**src/hdl/nmb_pkg.sv**
```systemverilog
// shared types and character constants for the nroff markup blanker
`timescale 1ns / 1ps
`default_nettype none

package nmb_pkg;

	// characters the parser reacts to
	localparam logic [7:0] CH_BSLASH = 8'h5C;
	localparam logic [7:0] CH_DOT    = 8'h2E;
	localparam logic [7:0] CH_QUOTE  = 8'h27;
	localparam logic [7:0] CH_DQUOTE = 8'h22;
	localparam logic [7:0] CH_LF     = 8'h0A;
	localparam logic [7:0] CH_SPACE  = 8'h20;
	localparam logic [7:0] CH_TAB    = 8'h09;
	localparam logic [7:0] CH_VT     = 8'h0B;
	localparam logic [7:0] CH_FF     = 8'h0C;
	localparam logic [7:0] CH_CR     = 8'h0D;
	localparam logic [7:0] CH_ZERO   = 8'h30;
	localparam logic [7:0] CH_NINE   = 8'h39;
	localparam logic [7:0] CH_F      = 8'h66;
	localparam logic [7:0] CH_N      = 8'h6E;
	localparam logic [7:0] CH_S      = 8'h73;
	localparam logic [7:0] CH_T      = 8'h74;
	localparam logic [7:0] CH_STAR   = 8'h2A;
	localparam logic [7:0] CH_LPAREN = 8'h28;
	localparam logic [7:0] CH_LBRACK = 8'h5B;
	localparam logic [7:0] CH_RBRACK = 8'h5D;
	localparam logic [7:0] CH_DOLLAR = 8'h24;
	localparam logic [7:0] CH_PLUS   = 8'h2B;
	localparam logic [7:0] CH_MINUS  = 8'h2D;

	// two-letter request names, first letter in the upper byte
	localparam logic [15:0] REQ_DS = 16'h6473;
	localparam logic [15:0] REQ_DE = 16'h6465;
	localparam logic [15:0] REQ_NR = 16'h6E72;
	localparam logic [15:0] REQ_DO = 16'h646F;
	localparam logic [15:0] REQ_SO = 16'h736F;
	localparam logic [15:0] REQ_IF = 16'h6966;

	// parser states, one-hot
	typedef enum logic [13:0] {
		ST_INITIAL       = 14'b00000000000001,
		ST_ESCAPE        = 14'b00000000000010,
		ST_REQUEST       = 14'b00000000000100,
		ST_FONT          = 14'b00000000001000,
		ST_SIZE          = 14'b00000000010000,
		ST_SKIP_CHAR     = 14'b00000000100000,
		ST_SKIP_DIGIT    = 14'b00000001000000,
		ST_SKIP_SPACE_ID = 14'b00000010000000,
		ST_SKIP_IDENT    = 14'b00000100000000,
		ST_SKIP_COND     = 14'b00001000000000,
		ST_LEADING_WS    = 14'b00010000000000,
		ST_ARGUMENT      = 14'b00100000000000,
		ST_REGISTER      = 14'b01000000000000,
		ST_LONG_NAME     = 14'b10000000000000
	} pstate_t;

	// parser control state carried from item to item
	typedef struct packed {
		pstate_t    pstate;
		logic       at_line_start;
		logic [1:0] skip_count;
		logic       name_pos;
		logic       in_cond;
	} nmb_state_t;

endpackage

`default_nettype wire

```
**src/hdl/nroff_markup_blanker.sv**
```systemverilog
// Streaming nroff markup blanker: each text byte comes out unchanged or, when it
// belongs to escapes, requests or their arguments, as a space; newlines always
// pass. One result item per input item, in order. An item is taken into an input
// register, judged by compare logic against the parser state, and the result
// lands in an output register; the parser state updates as the item moves on.
// Throughput is one item per clock while the output is not stalled; a result is
// shown once its item has passed the input register and the result register.
// While a result waits to be taken, the input register can still take one more
// item, and after that the input side stalls until the result leaves.
`timescale 1ns / 1ps
`default_nettype none

module nroff_markup_blanker (
	input  wire logic       clk,
	input  wire logic       arst_n,
	input  wire logic       s_axis_tvalid,
	output logic            s_axis_tready,
	input  wire logic [7:0] s_axis_tdata,  // [7:0] in_char
	output logic            m_axis_tvalid,
	input  wire logic       m_axis_tready,
	output logic [7:0]      m_axis_tdata,  // [7:0] out_char
	output logic [0:0]      m_axis_tuser   // [0] blanked
);

	logic                valid_s1;
	logic [7:0]          char_s1;
	logic                valid_s2;
	logic [7:0]          char_s2;
	logic                blanked_s2;
	logic                adv_s1;
	logic                adv_s2;
	nmb_pkg::nmb_state_t state_q;
	nmb_pkg::nmb_state_t state_nxt;
	logic [7:0]          name0_q;
	logic [7:0]          name0_nxt;
	logic                mark;

	// flow control
	assign adv_s2        = !valid_s2 || m_axis_tready;
	assign adv_s1        = valid_s1 && adv_s2;
	assign s_axis_tready = !valid_s1 || adv_s2;

	// input register
	always_ff @(posedge clk or negedge arst_n) begin
		if (!arst_n) begin
			valid_s1 <= 1'b0;
		end else if (s_axis_tready) begin
			valid_s1 <= s_axis_tvalid;
		end
	end

	always_ff @(posedge clk) begin
		if (s_axis_tready && s_axis_tvalid) char_s1 <= s_axis_tdata;
	end

	// markup decision
	nmb_step u_step (
		.c         (char_s1),
		.cur       (state_q),
		.name0     (name0_q),
		.nxt       (state_nxt),
		.nxt_name0 (name0_nxt),
		.mark      (mark)
	);

	// parser state
	always_ff @(posedge clk or negedge arst_n) begin
		if (!arst_n) begin
			state_q.pstate        <= nmb_pkg::ST_INITIAL;
			state_q.at_line_start <= 1'b1;
			state_q.skip_count    <= 2'd0;
			state_q.name_pos      <= 1'b0;
			state_q.in_cond       <= 1'b0;
		end else if (adv_s1) begin
			state_q <= state_nxt;
		end
	end

	// first letter of the request name
	always_ff @(posedge clk) begin
		if (adv_s1) name0_q <= name0_nxt;
	end

	// result register
	always_ff @(posedge clk or negedge arst_n) begin
		if (!arst_n) begin
			valid_s2 <= 1'b0;
		end else if (adv_s2) begin
			valid_s2 <= valid_s1;
		end
	end

	always_ff @(posedge clk) begin
		if (adv_s1) begin
			char_s2    <= (mark && char_s1 != nmb_pkg::CH_LF) ? nmb_pkg::CH_SPACE : char_s1;
			blanked_s2 <= mark;
		end
	end

	assign m_axis_tvalid   = valid_s2;
	assign m_axis_tdata    = char_s2;
	assign m_axis_tuser[0] = blanked_s2;

endmodule

`default_nettype wire

```
**src/hdl/nmb_step.sv**
```systemverilog
// next-state and markup decision for one text byte
`timescale 1ns / 1ps
`default_nettype none

module nmb_step (
	input  wire logic [7:0]         c,
	input  wire nmb_pkg::nmb_state_t cur,
	input  wire logic [7:0]         name0,
	output nmb_pkg::nmb_state_t     nxt,
	output logic [7:0]              nxt_name0,
	output logic                    mark
);

	typedef struct packed {
		logic             hit;
		nmb_pkg::pstate_t pstate;
		logic             clr_pos;
	} init_res_t;

	// dispatch from the initial state
	function automatic init_res_t initial_dispatch(
		input logic [7:0] ch,
		input logic       ls,
		input logic       cond
	);
		init_res_t r;
		r.hit     = 1'b0;
		r.pstate  = nmb_pkg::ST_INITIAL;
		r.clr_pos = 1'b0;
		if (ch == nmb_pkg::CH_BSLASH) begin
			r.hit    = 1'b1;
			r.pstate = nmb_pkg::ST_ESCAPE;
		end else if (ch == nmb_pkg::CH_DOT || ch == nmb_pkg::CH_QUOTE) begin
			if (ls) begin
				r.hit    = 1'b1;
				r.pstate = nmb_pkg::ST_LEADING_WS;
			end else if (cond) begin
				r.hit     = 1'b1;
				r.pstate  = nmb_pkg::ST_REQUEST;
				r.clr_pos = 1'b1;
			end
		end
		return r;
	endfunction

	logic             ws;
	logic             digit;
	logic             pos_eff;
	logic [15:0]      pair;
	logic             skip_arg;
	nmb_pkg::pstate_t req_pstate;
	logic             req_pos;
	logic             req_write;
	init_res_t        init_cur;
	init_res_t        init_cond;

	// character classes
	always_comb begin
		ws    = c inside {nmb_pkg::CH_SPACE, nmb_pkg::CH_TAB, nmb_pkg::CH_LF,
		                  nmb_pkg::CH_VT, nmb_pkg::CH_FF, nmb_pkg::CH_CR};
		digit = c inside {[nmb_pkg::CH_ZERO:nmb_pkg::CH_NINE]};
	end

	// request name collection
	always_comb begin
		pos_eff  = (cur.pstate == nmb_pkg::ST_LEADING_WS) ? 1'b0 : cur.name_pos;
		pair     = {name0, c};
		skip_arg = pair inside {nmb_pkg::REQ_DS, nmb_pkg::REQ_DE, nmb_pkg::REQ_NR,
		                        nmb_pkg::REQ_DO, nmb_pkg::REQ_SO};
		req_write = 1'b0;
		req_pos   = pos_eff;
		if (c == nmb_pkg::CH_LF || c == nmb_pkg::CH_DOT) begin
			req_pstate = nmb_pkg::ST_INITIAL;
		end else if (!pos_eff) begin
			req_pstate = nmb_pkg::ST_REQUEST;
			req_write  = 1'b1;
			req_pos    = 1'b1;
		end else begin
			req_pos = 1'b0;
			if (skip_arg) begin
				req_pstate = nmb_pkg::ST_SKIP_SPACE_ID;
			end else if (pair == nmb_pkg::REQ_IF) begin
				req_pstate = nmb_pkg::ST_SKIP_COND;
			end else begin
				req_pstate = nmb_pkg::ST_SKIP_IDENT;
			end
		end
	end

	// initial-state dispatch, plain and with the conditional mode forced on
	always_comb begin
		init_cur  = initial_dispatch(c, cur.at_line_start, cur.in_cond);
		init_cond = initial_dispatch(c, cur.at_line_start, 1'b1);
	end

	// parser step
	always_comb begin
		nxt       = cur;
		nxt_name0 = name0;
		mark      = 1'b0;
		if (cur.skip_count != 2'd0) begin
			nxt.skip_count = cur.skip_count - 2'd1;
			mark           = 1'b1;
		end else begin
			case (cur.pstate)
				nmb_pkg::ST_INITIAL: begin
					mark       = init_cur.hit;
					nxt.pstate = init_cur.pstate;
					if (init_cur.clr_pos) nxt.name_pos = 1'b0;
				end
				nmb_pkg::ST_ESCAPE: begin
					mark       = 1'b1;
					nxt.pstate = nmb_pkg::ST_INITIAL;
					case (c)
						nmb_pkg::CH_F:      nxt.pstate = nmb_pkg::ST_FONT;
						nmb_pkg::CH_STAR,
						nmb_pkg::CH_N:      nxt.pstate = nmb_pkg::ST_REGISTER;
						nmb_pkg::CH_S:      nxt.pstate = nmb_pkg::ST_SIZE;
						nmb_pkg::CH_LPAREN: nxt.skip_count = 2'd2;
						nmb_pkg::CH_LBRACK: nxt.pstate = nmb_pkg::ST_LONG_NAME;
						nmb_pkg::CH_DQUOTE: nxt.pstate = nmb_pkg::ST_INITIAL;
						nmb_pkg::CH_BSLASH: nxt.pstate = nmb_pkg::ST_ESCAPE;
						nmb_pkg::CH_DOLLAR: nxt.pstate = nmb_pkg::ST_ARGUMENT;
						default:            mark = 1'b0;
					endcase
				end
				nmb_pkg::ST_REGISTER: begin
					nxt.pstate = nmb_pkg::ST_INITIAL;
					if (c == nmb_pkg::CH_LPAREN) begin
						nxt.skip_count = 2'd2;
						mark           = 1'b1;
					end else if (c == nmb_pkg::CH_LBRACK) begin
						nxt.pstate = nmb_pkg::ST_LONG_NAME;
						mark       = 1'b1;
					end
				end
				nmb_pkg::ST_LONG_NAME: begin
					mark = 1'b1;
					if (c == nmb_pkg::CH_RBRACK || c == nmb_pkg::CH_LF)
						nxt.pstate = nmb_pkg::ST_INITIAL;
				end
				nmb_pkg::ST_FONT: begin
					mark       = 1'b1;
					nxt.pstate = nmb_pkg::ST_INITIAL;
					if (c == nmb_pkg::CH_LPAREN) nxt.skip_count = 2'd2;
				end
				nmb_pkg::ST_SIZE: begin
					mark = 1'b1;
					if (c == nmb_pkg::CH_PLUS || c == nmb_pkg::CH_MINUS)
						nxt.pstate = nmb_pkg::ST_SKIP_CHAR;
					else
						nxt.pstate = nmb_pkg::ST_SKIP_DIGIT;
				end
				nmb_pkg::ST_SKIP_CHAR: begin
					mark       = 1'b1;
					nxt.pstate = nmb_pkg::ST_SKIP_DIGIT;
				end
				nmb_pkg::ST_SKIP_DIGIT: begin
					mark       = digit;
					nxt.pstate = nmb_pkg::ST_INITIAL;
				end
				nmb_pkg::ST_LEADING_WS: begin
					if (!ws) begin
						mark         = 1'b1;
						nxt.pstate   = req_pstate;
						nxt.name_pos = req_pos;
						if (req_write) nxt_name0 = c;
					end
				end
				nmb_pkg::ST_REQUEST: begin
					mark         = 1'b1;
					nxt.pstate   = req_pstate;
					nxt.name_pos = req_pos;
					if (req_write) nxt_name0 = c;
				end
				nmb_pkg::ST_SKIP_COND: begin
					if (ws) begin
						mark = 1'b1;
					end else begin
						nxt.in_cond = 1'b1;
						if (c == nmb_pkg::CH_T || c == nmb_pkg::CH_N) begin
							mark       = 1'b1;
							nxt.pstate = nmb_pkg::ST_INITIAL;
						end else begin
							// condition over: handle the byte again from the start
							mark       = init_cond.hit;
							nxt.pstate = init_cond.pstate;
							if (init_cond.clr_pos) nxt.name_pos = 1'b0;
						end
					end
				end
				nmb_pkg::ST_SKIP_SPACE_ID: begin
					mark = 1'b1;
					if (!ws) nxt.pstate = nmb_pkg::ST_SKIP_IDENT;
				end
				nmb_pkg::ST_SKIP_IDENT: begin
					mark = 1'b1;
					if (ws) begin
						nxt.pstate  = nmb_pkg::ST_INITIAL;
						nxt.in_cond = 1'b1;
					end
				end
				nmb_pkg::ST_ARGUMENT: begin
					if (digit) begin
						mark = 1'b1;
					end else begin
						// argument digits over: handle the byte again from the start
						mark       = init_cur.hit;
						nxt.pstate = init_cur.pstate;
						if (init_cur.clr_pos) nxt.name_pos = 1'b0;
					end
				end
				default: begin
					nxt.pstate = nmb_pkg::ST_INITIAL;
				end
			endcase
		end

		// line end bookkeeping
		nxt.at_line_start = (c == nmb_pkg::CH_LF);
		if (c == nmb_pkg::CH_LF) nxt.in_cond = 1'b0;
	end

endmodule

`default_nettype wire

```
**config.mk**
```make
export PLATFORM = sky130hd
export DESIGN_NAME = nroff_markup_blanker
export DESIGN_NICKNAME = d
export VERILOG_FILES = /design/src/hdl/nmb_pkg.sv /design/src/hdl/nroff_markup_blanker.sv /design/src/hdl/nmb_step.sv
export SDC_FILE = /design/constraint.sdc
export NUM_CORES = 1
export LEC_CHECK = 0
export ABC_AREA = 1
export ABC_CLOCK_PERIOD_IN_PS = 3800
export BUFFER_PORTS_ARGS = -buffer_cell sky130_fd_sc_hd__clkbuf_2
export CORE_AREA = 5 5 84 86
export CTS_BUF_LIST = sky130_fd_sc_hd__clkbuf_8 sky130_fd_sc_hd__clkbuf_16
export CTS_CLUSTER_SIZE = 8
export DETAILED_ROUTE_END_ITERATION = 6
export DIE_AREA = 0 0 89 91
export PLACE_DENSITY = 0.72
export RECOVER_POWER = 25
export REMOVE_ABC_BUFFERS = 1
export SYNTH_ARGS = -nofsm -noshare
export SYNTH_HDL_FRONTEND = slang
export SYNTH_SLANG_ARGS = --single-unit
```
**constraint.sdc**
```tcl
create_clock -name clk -period 3.8 [get_ports clk]
set_clock_uncertainty 0.2 [all_clocks]
set_input_delay 0.57 -clock clk [delete_from_list [all_inputs] [get_ports clk]]
set_output_delay 0.57 -clock clk [all_outputs]
set_load 0.005 [all_outputs]
```
==> results.txt, run 1 <==
The flow ran to the end, and the final reports show no timing, DRC or antenna violations. The worst hold path belongs to the class in2reg. The most numerous cell type found on the critical path is sky130_fd_sc_hd__nand2_1. From bottom edge to top edge, the die measures 91 um. The count of instances resized after the clock tree is built is 0. The average vias per placed instance is 5.22.

The number of global-route vias before repair came out at 2463. After detailed routing, the average wire length per cell comes to 13.8 um. The cell count after synthesis came out at 387. After synthesis, the largest family of logic cells by area is simple AND/OR/NAND/NOR gates. The number of antenna violations at the first check in global routing came out at 0. The measured slew at the worst slew-check pin is 1.13 ns. The number of nets in the finished design came out at 429. Buffers placed on the I/O ports in this run total 22. The placed wire-length estimate came out at 5.48 mm. The relative slew slack is 0.247. The length of the first detailed-routing pass in iterations came out at 6. The post-synthesis compound-gate area fraction came out at 0.0767. The reg2reg setup slack is 1.31 ns. The setup violation total in the final timing report is 0. The final hold violation count is 0. The worst setup path is captured at a register. Of the total synthesized cell area, the portion taken by full adders, half adders and majority gates is 0.0126.

The critical path launch point type is a register. The share of the cycle needed by the critical path after routing is 0.656. The number of different library cells in the post-synthesis netlist is 36.

The number of max-slew violations in the final report came out at 0. The most used flip-flop cell after synthesis is sky130_fd_sc_hd__edfxtp_1. Yosys printed 0 warnings. The layout overhead on the synthesized area is 9.52%. The number of CTS-inserted buffers is 5. The post-detailed-route count of antenna-violating nets came out at 0. The most critical setup path has its endpoint at state_q[12]. The clock drives 46 sinks. Summing all placed instances gives a cell area of 3140 sq um.

Of the total synthesized cell area, the portion taken by AND, OR, NAND and NOR gates is 0.384. The fraction of layout cells with a size suffix above 1 came out at 0.214. The effective utilization at floorplan is 0.479. The die span in x came out at 89 um.

The count of flip-flops with a built-in enable after synthesis came out at 25. The capturing point of the worst reg2reg path is state_q[12]. Across every metal layer, demand over resource in global routing totals 0.181.

After synthesis the cells add up to 2970 sq um. The vias after detailed routing came out at 2569. The number of max-cap violations came out at 0. The cell chosen for the clock root is sky130_fd_sc_hd__clkbuf_8. Setup repair after global routing left no endpoint under its margin. The maximum fanout encountered on the critical timing path came out at 23. Counting the fill cells in the layout gives 586. The maximum clock frequency came out at 401 MHz. The synthesized area divided by synthesized cell count came out at 7.67 sq um.

Summing all flip-flop and latch instances after layout gives 1280 sq um. The number of H-tree branching levels came out at 2. The longest clock path from root to sink contains 2 buffers. The area of the die is 8100 sq um. 23 I/O pins were placed. TritonCTS built the clock tree. The final critical path time including I/O delays and setup came out at 2.49 ns. The total non-filler cell area in the finished layout came out at 3250 sq um.

In this run the core area contains 29 standard-cell rows. The maximum cell stage delay along the critical path came out at 0.50 ns. The insertion delay of the later-clocked pin in the worst-skew pair came out at 0.30 ns.

The total overflow reported by the global router came out at 0. The multiplexer area fraction after synthesis is 0. The worst IR drop on VDD came out at 0.000237 V. The area of the placeable core came out at 6200 sq um. The leakage component of the power is 0.00154 uW. For the worst setup path, the data required time is 3.80 ns. For this design the ratio of total power to cell area is 463 nW/um^2. The clock transition at the registers of the reported paths is 0.09 ns. The wire length of the first global-routing pass is 11.6 mm.

In this run, the number of DRC markers left after iteration 0 of detailed routing was 193. In this run the critical register-to-register path is launched from char_s1[2]. The critical path goes through inv_1 -> nand2_1 -> nor2_1 -> nand2_1 -> nand3_1 -> nand4_4 -> nor2_8 -> inv_2 -> nand2_1 -> o21ai_1. Counting flops and latches in the post-synthesis netlist gives 46. The hold buffer count at cts came out at 0. The setup TNS came out at 0 ns. The setup path with the least slack is of type reg2reg. The routability congestion estimate came out at 0.987. The async set-reset flop share out of synthesis is 0.457. The signal arrival time at the worst endpoint is 2.49 ns. Entering global routing, the biggest net connects 24 pins. The remaining routing DRC violations is 0. The share of the Yosys chip area taken by registers is 0.431. The slowest stage of the critical path is the sky130_fd_sc_hd__edfxtp_1 cell. Wires add up to 6.79 mm. The final antenna diode count came out at 0. The XOR/XNOR share of the synthesized area is 0. In this run the worst setup path begins at char_s1[2].

The path depth of the worst reg2reg path came out at 10. In the final layout, the multi-input gates occupy 1410 sq um. The count of buffers added by post-CTS timing repair for setup is 0.
-- cell type report --
cell class                      count  share of cell area
Sequential cell                    46               0.393
Multi-Input combinational cell    274               0.432
Clock inverter                      3              0.0135
Inverter                           64              0.0746
Timing Repair Buffer               23              0.0358
Clock buffer                        5              0.0212
Tap cell                           77              0.0296
-- cells in the mapped netlist, drive strengths merged (2+ instances only) --
library cell,count,area (sq um)
a21oi,12,60.1
buf,3,42.5
dfrtp,19,475
dfstp,2,52.6
edfxtp,25,751
ha,3,37.5
inv,64,243
nand2,109,454
nand3,37,220
nand3b,3,22.5
nand4,10,77.6
nor2,66,312
nor3,6,35.0
o21ai,20,130
-- cells by family after synthesis --
kind of cell	after synthesis
AOI/OAI and AO/OA	37
adders and majority gates	3
buffers and inverters	67
DFF	46
and+or+nand+nor	234
-- how the worst min path moves through the flow --
stage / from / endpoint / slack (ns) / cells after the start
after floorplan: arst_n / m_axis_tvalid / 0.07 / 0
after global placement: char_s1[7] / name0_q[7] / 0.26 / 0
after detailed placement: char_s1[7] / name0_q[7] / 0.27 / 0
after CTS: arst_n / state_q[18] / 0.04 / 1
after global routing: s_axis_tdata[1] / char_s1[1] / 0.22 / 1
final: s_axis_tdata[3] / char_s1[3] / 0.24 / 1
-- worst max-delay path, delay by kind of cell, from the launching register on --
family / cells / cell delay [ns]
AO/OA/AOI/OAI: 1 / 0.06
buffers and inverters: 2 / 0.27
flip-flops: 1 / 0.50
AND/OR/NAND/NOR: 7 / 1.35
-- metrics by stage --
stage,total power [uW],util,hold slack (ns),worst slack (ns),cells
final,1510,0.524,0.237,1.31,492
after global placement,1130,0.506,0.262,1.35,484
after global routing,1610,0.524,0.224,1.10,492
after CTS,1510,0.524,0.0386,1.32,492
after floorplan,1000,-,0.0744,1.33,384
after detailed placement,1140,0.506,0.266,1.32,484
-- sequential cells by signal, indices dropped and copies added, names as in the netlist --
| register | flops |
|---|---|
| m_axis_tuser | 1 |
| char_s1 | 8 |
| m_axis_tdata | 8 |
| state_q | 19 |
| valid_s1 | 1 |
| name0_q | 8 |
| m_axis_tvalid | 1 |
-- per-layer routing --
layer,up-vias,share of wire,global-route usage
met3,14,0.053,0.0299
li1,1299,-,-
met2,82,0.44,0.270
met5,-,0,0
met1,1174,0.47,0.264
met4,0,0.032,0.0645
-- power breakdown --
group,leakage (uW),switching [uW],total [uW],internal [uW]
Clock,0.0000585,179,376,197
Combinational,0.000974,327,482,155
Sequential,0.000509,36.7,648,611
-- cell usage in the layout (no fill, tap or decap), types with 3 or more instances in the layout --
| master | synthesis | final |
|---|---|---|
| sky130_fd_sc_hd__nand2_1 | 95 | 95 |
| sky130_fd_sc_hd__nor2_1 | 54 | 54 |
| sky130_fd_sc_hd__inv_1 | 51 | 51 |
| sky130_fd_sc_hd__nand3_1 | 30 | 30 |
| sky130_fd_sc_hd__edfxtp_1 | 25 | 25 |
| sky130_fd_sc_hd__clkbuf_2 | 0 | 21 |
| sky130_fd_sc_hd__dfrtp_1 | 19 | 19 |
| sky130_fd_sc_hd__a21oi_1 | 12 | 12 |
| sky130_fd_sc_hd__nand2_2 | 12 | 12 |
| sky130_fd_sc_hd__inv_2 | 12 | 12 |
| sky130_fd_sc_hd__nand4_1 | 9 | 9 |
| sky130_fd_sc_hd__o21ai_2 | 8 | 8 |
| sky130_fd_sc_hd__o21ai_0 | 8 | 8 |
| sky130_fd_sc_hd__nand3_2 | 7 | 7 |
| sky130_fd_sc_hd__nor2_2 | 7 | 7 |
| sky130_fd_sc_hd__nor3_1 | 5 | 5 |
| sky130_fd_sc_hd__clkbuf_8 | 0 | 5 |
| sky130_fd_sc_hd__o21ai_1 | 4 | 4 |
| sky130_fd_sc_hd__nor2_4 | 4 | 4 |
| sky130_fd_sc_hd__nand3b_1 | 3 | 3 |
| sky130_fd_sc_hd__ha_1 | 3 | 3 |
Note: power is estimated with default switching activity, not from simulation.
==> run 2: changes to the inputs <==
--- a/config.mk
+++ b/config.mk
@@ -5,15 +5,15 @@
 export SDC_FILE = /design/constraint.sdc
 export NUM_CORES = 1
 export LEC_CHECK = 0
-export ABC_AREA = 1
-export ABC_CLOCK_PERIOD_IN_PS = 3800
+export ABC_AREA = 0
+export ABC_CLOCK_PERIOD_IN_PS = 2200
 export BUFFER_PORTS_ARGS = -buffer_cell sky130_fd_sc_hd__clkbuf_2
-export CORE_AREA = 5 5 84 86
+export CORE_AREA = 5 5 83 85
 export CTS_BUF_LIST = sky130_fd_sc_hd__clkbuf_8 sky130_fd_sc_hd__clkbuf_16
 export CTS_CLUSTER_SIZE = 8
 export DETAILED_ROUTE_END_ITERATION = 6
-export DIE_AREA = 0 0 89 91
-export PLACE_DENSITY = 0.72
+export DIE_AREA = 0 0 88 90
+export PLACE_DENSITY = 0.76
 export RECOVER_POWER = 25
 export REMOVE_ABC_BUFFERS = 1
 export SYNTH_ARGS = -nofsm -noshare
==> constraint.sdc (replaced) <==
create_clock -name clk -period 2.2 [get_ports clk]
set_clock_uncertainty 0.2 [all_clocks]
set_input_delay 0.33 -clock clk [delete_from_list [all_inputs] [get_ports clk]]
set_output_delay 0.33 -clock clk [all_outputs]
set_load 0.005 [all_outputs]
==> results.txt, run 2 <==
The final worst setup slack was -0.454 ns (-1.76 ns). The number of rows created at floorplan is 29 (unchanged). The routability congestion estimate was 1.01 (+1.9%). The XOR/XNOR share of the synthesized area was 0.0179 (+0.0179). The number of flip-flops under the largest register name is 19 (unchanged). The maximum clock frequency came to 377 MHz (-6.0%). The layout overhead on the synthesized area is 51.0%.

The average vias per placed instance came out at 6.17 (+18%). The library cell used most frequently in the layout, excluding fill and tap cells, is sky130_fd_sc_hd__buf_4. The total non-filler cell area in the finished layout is 4420 sq um (+36%). The leakage component of the power is 0.00184 uW (+20%). The top cell type by total area after synthesis is sky130_fd_sc_hd__edfxtp_1. The setup violation total in the final timing report is 35 (+35). The worst IR drop on VDD came out at 0.000401 V (+69%). The instance count of the mapped netlist is 296 (-24%).

The final wirelength came out at 10.0 mm (+48%). The register bit total from synthesis came out at 46 (unchanged). The insertion delay of the later-clocked pin in the worst-skew pair is 0.31 ns (about the same). The async set-reset flop share out of synthesis is 0.457 (unchanged). Ranked by instance count, the synthesized netlist is headed by sky130_fd_sc_hd__nor2_1, sky130_fd_sc_hd__edfxtp_1, sky130_fd_sc_hd__nand2_1. TritonCTS built the clock tree. The number of warning messages in the yosys log is 0 (unchanged).

The post-synthesis compound-gate area fraction came out at 0.129 (+0.0527). The final critical path time including I/O delays and setup is 2.65 ns (+0.159 ns). The relative slew slack is 0.212 (-0.0354). The port buffer count came out at 22 (unchanged). The count of routing violations after the opening detailed-route iteration came out at 416 (+120%). The final antenna diode count was 0 (unchanged). The setup TNS came out at -11.36 ns (-11.36 ns).

The library cells used most frequently in the layout, excluding fill and tap cells, are sky130_fd_sc_hd__buf_4, sky130_fd_sc_hd__edfxtp_1, sky130_fd_sc_hd__nor2_1, sky130_fd_sc_hd__nand2_1, sky130_fd_sc_hd__clkbuf_2. Yosys instantiated no cell more often than sky130_fd_sc_hd__nor2_1. The most numerous cell type found on the critical path is sky130_fd_sc_hd__buf_6.

The number of nets in the finished design is 450 (+4.9%). The signal arrival time at the worst endpoint came out at 2.53 ns (+0.04 ns). The pre-CTS setup slack was -0.489 ns (-1.81 ns). STA classifies the critical path startpoint as a register. The multiplexer area fraction after synthesis is 0.0551 (+0.0551).

The flow ran to the end, but the final reports show violations. The cell sitting at the root of the clock tree is a sky130_fd_sc_hd__clkbuf_8. The combinational family with the most area after synthesis is simple AND/OR/NAND/NOR gates. The wire length of the first global-routing pass is 14.2 mm (+23%). The reg2reg setup slack is -0.45 ns (-1.76 ns). The layout filler cell count came to 401 (-32%). Setup repair after global routing could not meet its margin everywhere. The measured slew at the worst slew-check pin is 1.18 ns (+0.0531 ns). The part of the Yosys area used for sequential elements is 0.436 (+0.00570). The number of max-slew violations in the final report came out at 0 (unchanged). Ranked by flip-flop count, first place goes to state_q. The adder-cell share of the synthesized area is 0.0128 (+0.000167). The overall track demand over capacity in global routing came out at 0.230 (+0.0485). The post-detailed-route count of antenna-violating nets is 0 (unchanged). The area of the placeable core is 6130 sq um (-1.2%). The number of CTS-inserted buffers is 5 (unchanged). The number of clock sinks seen by CTS came out at 46 (unchanged). The path class of the tightest hold or removal check is in2reg.

The final reports fail on negative setup slack. The vias after detailed routing came out at 3164 (+23%). The effective utilization at floorplan is 0.478 (-0.000662). The simple-gate portion of the synthesized area is 0.309 (-0.0752). The share of the cycle needed by the critical path after routing is 1.21 (+0.550). The worst setup path is captured at a register. The area fraction of the dominant cell type after synthesis came to 0.256 (+0.00335). The number of max-cap violations is 0 (unchanged). The number of different library cells in the post-synthesis netlist was 65 (+81%). The area of placed instances came to 3840 sq um (+22%). The signal on the critical path passes through buf_6 -> buf_6 -> nor4b_4 -> buf_4 -> o2111ai_2 -> and3_1 -> a221o_1 -> nand4_4 -> buf_6 -> nor2_1. For this run, the leading register cell type out of synthesis is sky130_fd_sc_hd__edfxtp_1. The top-level I/O count is 23 (unchanged). The pin count of the biggest net entering global routing came out at 22 (-8.3%). The die span in x is 88 um (-1.1%). The power density over the cells came out at 538 nW/um^2 (+16%).

The fraction of layout cells with a size suffix above 1 is 0.452 (+0.237). The total overflow reported by the global router is 0 (unchanged). The required time reported for the critical path endpoint was 2.08 ns (-1.72 ns).

The routed length per instance came out at 19.5 um (+42%). The maximum fanout encountered on the critical timing path is 6 (-74%). The area of the die is 7920 sq um (-2.2%). The remaining routing DRC violations came out at 0 (unchanged). The length of the first detailed-routing pass in iterations came out at 5 (-1). The synthesized area divided by synthesized cell count is 9.90 sq um (+29%). The count of flip-flops with a built-in enable after synthesis is 25 (unchanged). After synthesis, the cell types taking the most area are sky130_fd_sc_hd__edfxtp_1, sky130_fd_sc_hd__dfrtp_1, sky130_fd_sc_hd__nor2_1. The slowest stage of the critical path is the sky130_fd_sc_hd__edfxtp_1 cell. The number of H-tree branching levels is 2 (unchanged). The clock transition at the registers of the reported paths was 0.10 ns (about the same). The post-synthesis cell area is 2930 sq um (-1.3%).

The critical path is of the reg2reg type. The final hold violation count is 0 (unchanged). The placed wire-length estimate came to 6.55 mm (+20%).

The number of global-route vias before repair was 2950 (+20%). The height of the die was 90 um (-1.1%). The maximum cell stage delay along the critical path is 0.45 ns (-0.05 ns). The largest buffer count on any clock path came out at 2 (unchanged). The number of antenna violations at the first check in global routing is 0 (unchanged).
-- run 2: cell count changes after synthesis, moves of 11 or more --
cell                       previous run  this run
sky130_fd_sc_hd__inv_1               51        13
sky130_fd_sc_hd__inv_2               12         0
sky130_fd_sc_hd__nand2_1             95        23
sky130_fd_sc_hd__nand2_2             12         1
sky130_fd_sc_hd__nand2b_1             1        13
sky130_fd_sc_hd__nand3_1             30         6
sky130_fd_sc_hd__nor2_1              54        26
-- run 2: repair_timing --
action | 4_1_cts | 5_1_grt
pin swaps | 3 | 10
buffers inserted | 2 | 10
hold buffers | 8 | 0
endpoints found under the setup margin | 35 | 35
resized for setup | 13 | 51
endpoints found under the hold margin | 26 | 0
-- run 2: per-layer routing --
metal	part of all wire	up-vias	global-route usage
met4	0.047	0	0.0959
met2	0.50	178	0.371
met3	0.075	50	0.0356
met1	0.38	1530	0.302
li1	-	1406	-
met5	0	-	0
-- run 2: layout make-up --
class,instances,area (sq um),area share
Clock buffer,5,68.8,0.0156
Inverter,13,48.8,0.0110
Clock inverter,3,21.3,0.00481
Multi-Input combinational cell,224,1810,0.408
Tap cell,77,96.3,0.0218
Sequential cell,46,1280,0.289
Timing Repair Buffer,145,1100,0.249
-- run 2: cell families after synthesis --
logic type	after synthesis
buffers and inverters	26
xor gates and xnor gates	6
muxes	14
and+or+nand+nor	149
adders and majority gates	3
AOI/OAI and AO/OA	52
DFF	46
-- run 2: power by group --
group / leakage, uW / internal, uW / switching (uW)
registers: 0.000505 / 1010 / 40.0
logic: 0.00130 / 382 / 420
clock network: 0.0000441 / 224 / 309
total: 0.00184 / 1610 / 769
-- run 2: final timing paths --
kind / startpoint / depth (start not counted) / end
worst min register to register: state_q[4] / 2 / state_q[4]
min in group asynchronous: arst_n / 2 / m_axis_tvalid
worst max register to register: char_s1[6] / 10 / m_axis_tdata[7]
worst min-delay path: s_axis_tdata[5] / 1 / char_s1[5]
worst max-delay path: char_s1[6] / 10 / m_axis_tdata[7]
max in group asynchronous: arst_n / 2 / state_q[17]
-- run 2: worst max-delay path, delay by kind of cell (launching register included) --
family	cells	cell delay, ns
DFF	1	0.45
and+or+nand+nor	4	0.71
buffers and inverters	4	0.59
AOI/OAI and AO/OA	2	0.48
-- run 2: metrics by stage --
step | hold WS, ns | utilization | cells | total power, uW
floorplan | -0.166 | - | 283 | 1390
global placement | 0.128 | 0.627 | 485 | 1690
detailed placement | 0.132 | 0.627 | 485 | 1720
CTS | 0.00491 | 0.669 | 503 | 2280
global route | 0.00282 | 0.721 | 513 | 2490
finish | 0.00304 | 0.721 | 513 | 2380
==> run 3: changes to the inputs <==
--- a/config.mk
+++ b/config.mk
@@ -8,12 +8,12 @@
 export ABC_AREA = 0
 export ABC_CLOCK_PERIOD_IN_PS = 2200
 export BUFFER_PORTS_ARGS = -buffer_cell sky130_fd_sc_hd__clkbuf_2
-export CORE_AREA = 5 5 83 85
+export CORE_AREA = 5 5 87 89
 export CTS_BUF_LIST = sky130_fd_sc_hd__clkbuf_8 sky130_fd_sc_hd__clkbuf_16
 export CTS_CLUSTER_SIZE = 8
 export DETAILED_ROUTE_END_ITERATION = 6
-export DIE_AREA = 0 0 88 90
-export PLACE_DENSITY = 0.76
+export DIE_AREA = 0 0 92 94
+export PLACE_DENSITY = 0.7
 export RECOVER_POWER = 25
 export REMOVE_ABC_BUFFERS = 1
 export SYNTH_ARGS = -nofsm -noshare
==> results.txt, run 3 (synthesis gave the netlist of run 2 again) <==
The average vias per placed instance was 6.00 (-2.7%). The setup violation total in the final timing report was 35 (unchanged). The area of placed instances is 3850 sq um (+0.23%). STA classifies the critical path endpoint as a register. The final critical path time including I/O delays and setup came out at 2.64 ns (-0.00994 ns).

The total overflow reported by the global router was 0 (unchanged). The final worst setup slack was -0.444 ns (+0.00994 ns). TritonCTS built the clock tree. The critical setup path kind is reg2reg.

The insertion delay of the later-clocked pin in the worst-skew pair is 0.31 ns (about the same). The tightest min-delay check is of the in2reg type. The most common cell after layout, fill and taps aside is sky130_fd_sc_hd__buf_4. The largest buffer count on any clock path is 2 (unchanged).

The wire length of the first global-routing pass came out at 14.2 mm (about the same). The count of routing violations after the opening detailed-route iteration came out at 467 (+12%). The first element of the critical path is char_s1[5]. The routed length per instance is 19.1 um (-2.2%). The library cells used most frequently in the layout, excluding fill and tap cells, are sky130_fd_sc_hd__buf_4, sky130_fd_sc_hd__edfxtp_1, sky130_fd_sc_hd__clkbuf_2. The pin count of the biggest net entering global routing was 22 (unchanged). The area of the placeable core is 6680 sq um (+9.0%).

The detailed route wirelength on metal2 is 5.03 mm (+1.3%). The number of CTS-inserted buffers came out at 5 (unchanged). The effective utilization at floorplan is 0.439 (-0.0393). The cell chosen for the clock root is sky130_fd_sc_hd__clkbuf_8. The cell count of the worst hold path is 2 (+1).

The power density over the cells came to 547 nW/um^2 (+1.7%). The met1 routed wirelength after detailed routing came out at 3.92 mm (+2.0%). The total non-filler cell area in the finished layout is 4600 sq um (+4.0%).

The setup TNS came out at -10.58 ns (+0.779 ns). The vias after detailed routing is 3155 (-0.28%). The startpoint identified for the worst register-to-register timing path is char_s1[5].

The overall track demand over capacity in global routing is 0.207 (-0.0228). The die span in x is 92 um (+4.5%). The routability congestion estimate is 0.946 (-6.0%). The startpoint of the worst hold path is s_axis_tvalid. The measured slew at the worst slew-check pin is 0.540 ns (-0.642 ns).

The layout overhead on the synthesized area came out at 57.0%. The path depth of the worst reg2reg path is 7 (-3). The clock transition at the registers of the reported paths came out at 0.10 ns (about the same). The maximum fanout encountered on the critical timing path is 7 (+1). The port buffer count is 22 (unchanged). Traced cell by cell, the critical path runs through or4_4 -> or3_4 -> and3b_1 -> nor3_2 -> nand2_2 -> buf_12 -> mux2_4. The length of routed met3 wiring came out at 786 um (+4.7%). The post-detailed-route count of antenna-violating nets came out at 0 (unchanged). The layout filler cell count is 473 (+18%).

The run finished, with violations left. The number of antenna violations at the first check in global routing came out at 0 (unchanged). The required time reported for the critical path endpoint came to 2.19 ns (+0.11 ns). state_q holds more flip-flops than any other register. The number of global-route vias before repair is 2952 (+0.068%). Setup repair after global routing could not meet its margin everywhere. The remaining routing DRC violations was 0 (unchanged). The fraction of layout cells with a size suffix above 1 is 0.491 (+0.0392). The worst IR drop on VDD is 0.000342 V (-15%). The height of the die came to 94 um (+4.4%). The signal arrival time at the worst endpoint came out at 2.64 ns (+0.11 ns). The final hold violation count is 0 (unchanged). The leakage component of the power came to 0.00196 uW (+6.4%). STA classifies the critical path startpoint as a register.

The post-layout total power is 2520 uW (+5.7%). The number of max-slew violations in the final report is 0 (unchanged). The final antenna diode count is 0 (unchanged). The number of H-tree branching levels was 2 (unchanged). The maximum cell stage delay along the critical path is 0.57 ns (+0.12 ns). The slowest stage of the critical path belongs to the cell sky130_fd_sc_hd__or4_4. The top-level I/O count came out at 23 (unchanged).

The number of flip-flops under the largest register name is 19 (unchanged). The number of clock sinks seen by CTS is 46 (unchanged). The highest metal layer carrying signal wires in the routed design is met4. The length of the first detailed-routing pass in iterations came to 7 (+2). The number of max-cap violations is 0 (unchanged). The relative slew slack was 0.640 (+0.428).

The area of the die came out at 8650 sq um (+9.2%). The area of combinational cells with multiple inputs is 1870 sq um (+3.7%). The maximum clock frequency is 378 MHz (+0.38%). The final wirelength came out at 10.1 mm (+0.28%).

The checks that failed: negative setup slack. The placed wire-length estimate is 6.59 mm (+0.55%). The area of all sequential standard cells was 1280 sq um (unchanged).

The number of rows created at floorplan is 30 (+3.4%). The number of nets in the finished design is 460 (+2.2%). The share of the cycle needed by the critical path after routing is 1.20 (-0.00452).
run 3: through the flow:
step | setup WS (ns) | utilization | std cells | hold WS (ns)
after floorplan | -0.480 | - | 283 | -0.166
after CTS | -0.389 | 0.615 | 508 | 0.000145
after detailed placement | -0.446 | 0.576 | 487 | 0.135
after global placement | -0.424 | 0.576 | 487 | 0.132
final | -0.444 | 0.688 | 526 | 0.0150
after global routing | -0.504 | 0.688 | 526 | 0.0272
run 3: layout make-up:
| class | count | share of cell area |
|---|---|---|
| multi-input cells | 224 | 0.407 |
| flip-flops and latches | 46 | 0.278 |
| repair buffers | 155 | 0.263 |
| well taps | 80 | 0.0218 |
| clock buffers | 5 | 0.0150 |
| inverters | 13 | 0.0106 |
| clock inverters | 3 | 0.00462 |
run 3: critical path: cells and delay by family (launching register included):
family        cells  cell delay (ns)
mux               1             0.29
buf+inv           1             0.17
simple gates      5             1.44
flops             1             0.44
run 3: repair_timing:
action                                  4_1_cts  5_1_grt
endpoints found under the hold margin        24        2
endpoints found under the setup margin       35       35
hold buffers                                  6        2
cloned                                        0        1
resized for setup                            14       66
buffers inserted                              7       17
pin swaps                                     8       32
run 3: final timing paths:
check | to | slack, ns
setup / recovery | state_q[8] | -0.44
hold / removal | valid_s1 | 0.02
setup reg to reg | state_q[8] | -0.44
hold reg to reg | state_q[2] | 0.33
max in group asynchronous | state_q[17] | 1.09
min in group asynchronous | state_q[17] | 0.32
run 3: per-layer routing:
layer,vias to the layer above,global-route usage
li1,1414,-
met1,1507,0.265
met2,199,0.359
met3,35,0.0280
met4,0,0.0681
met5,-,0
run 3: power by group:
part	internal, uW	total [uW]	switching [uW]
clock network	224	541	317
registers	1010	1040	35.1
logic	475	934	459
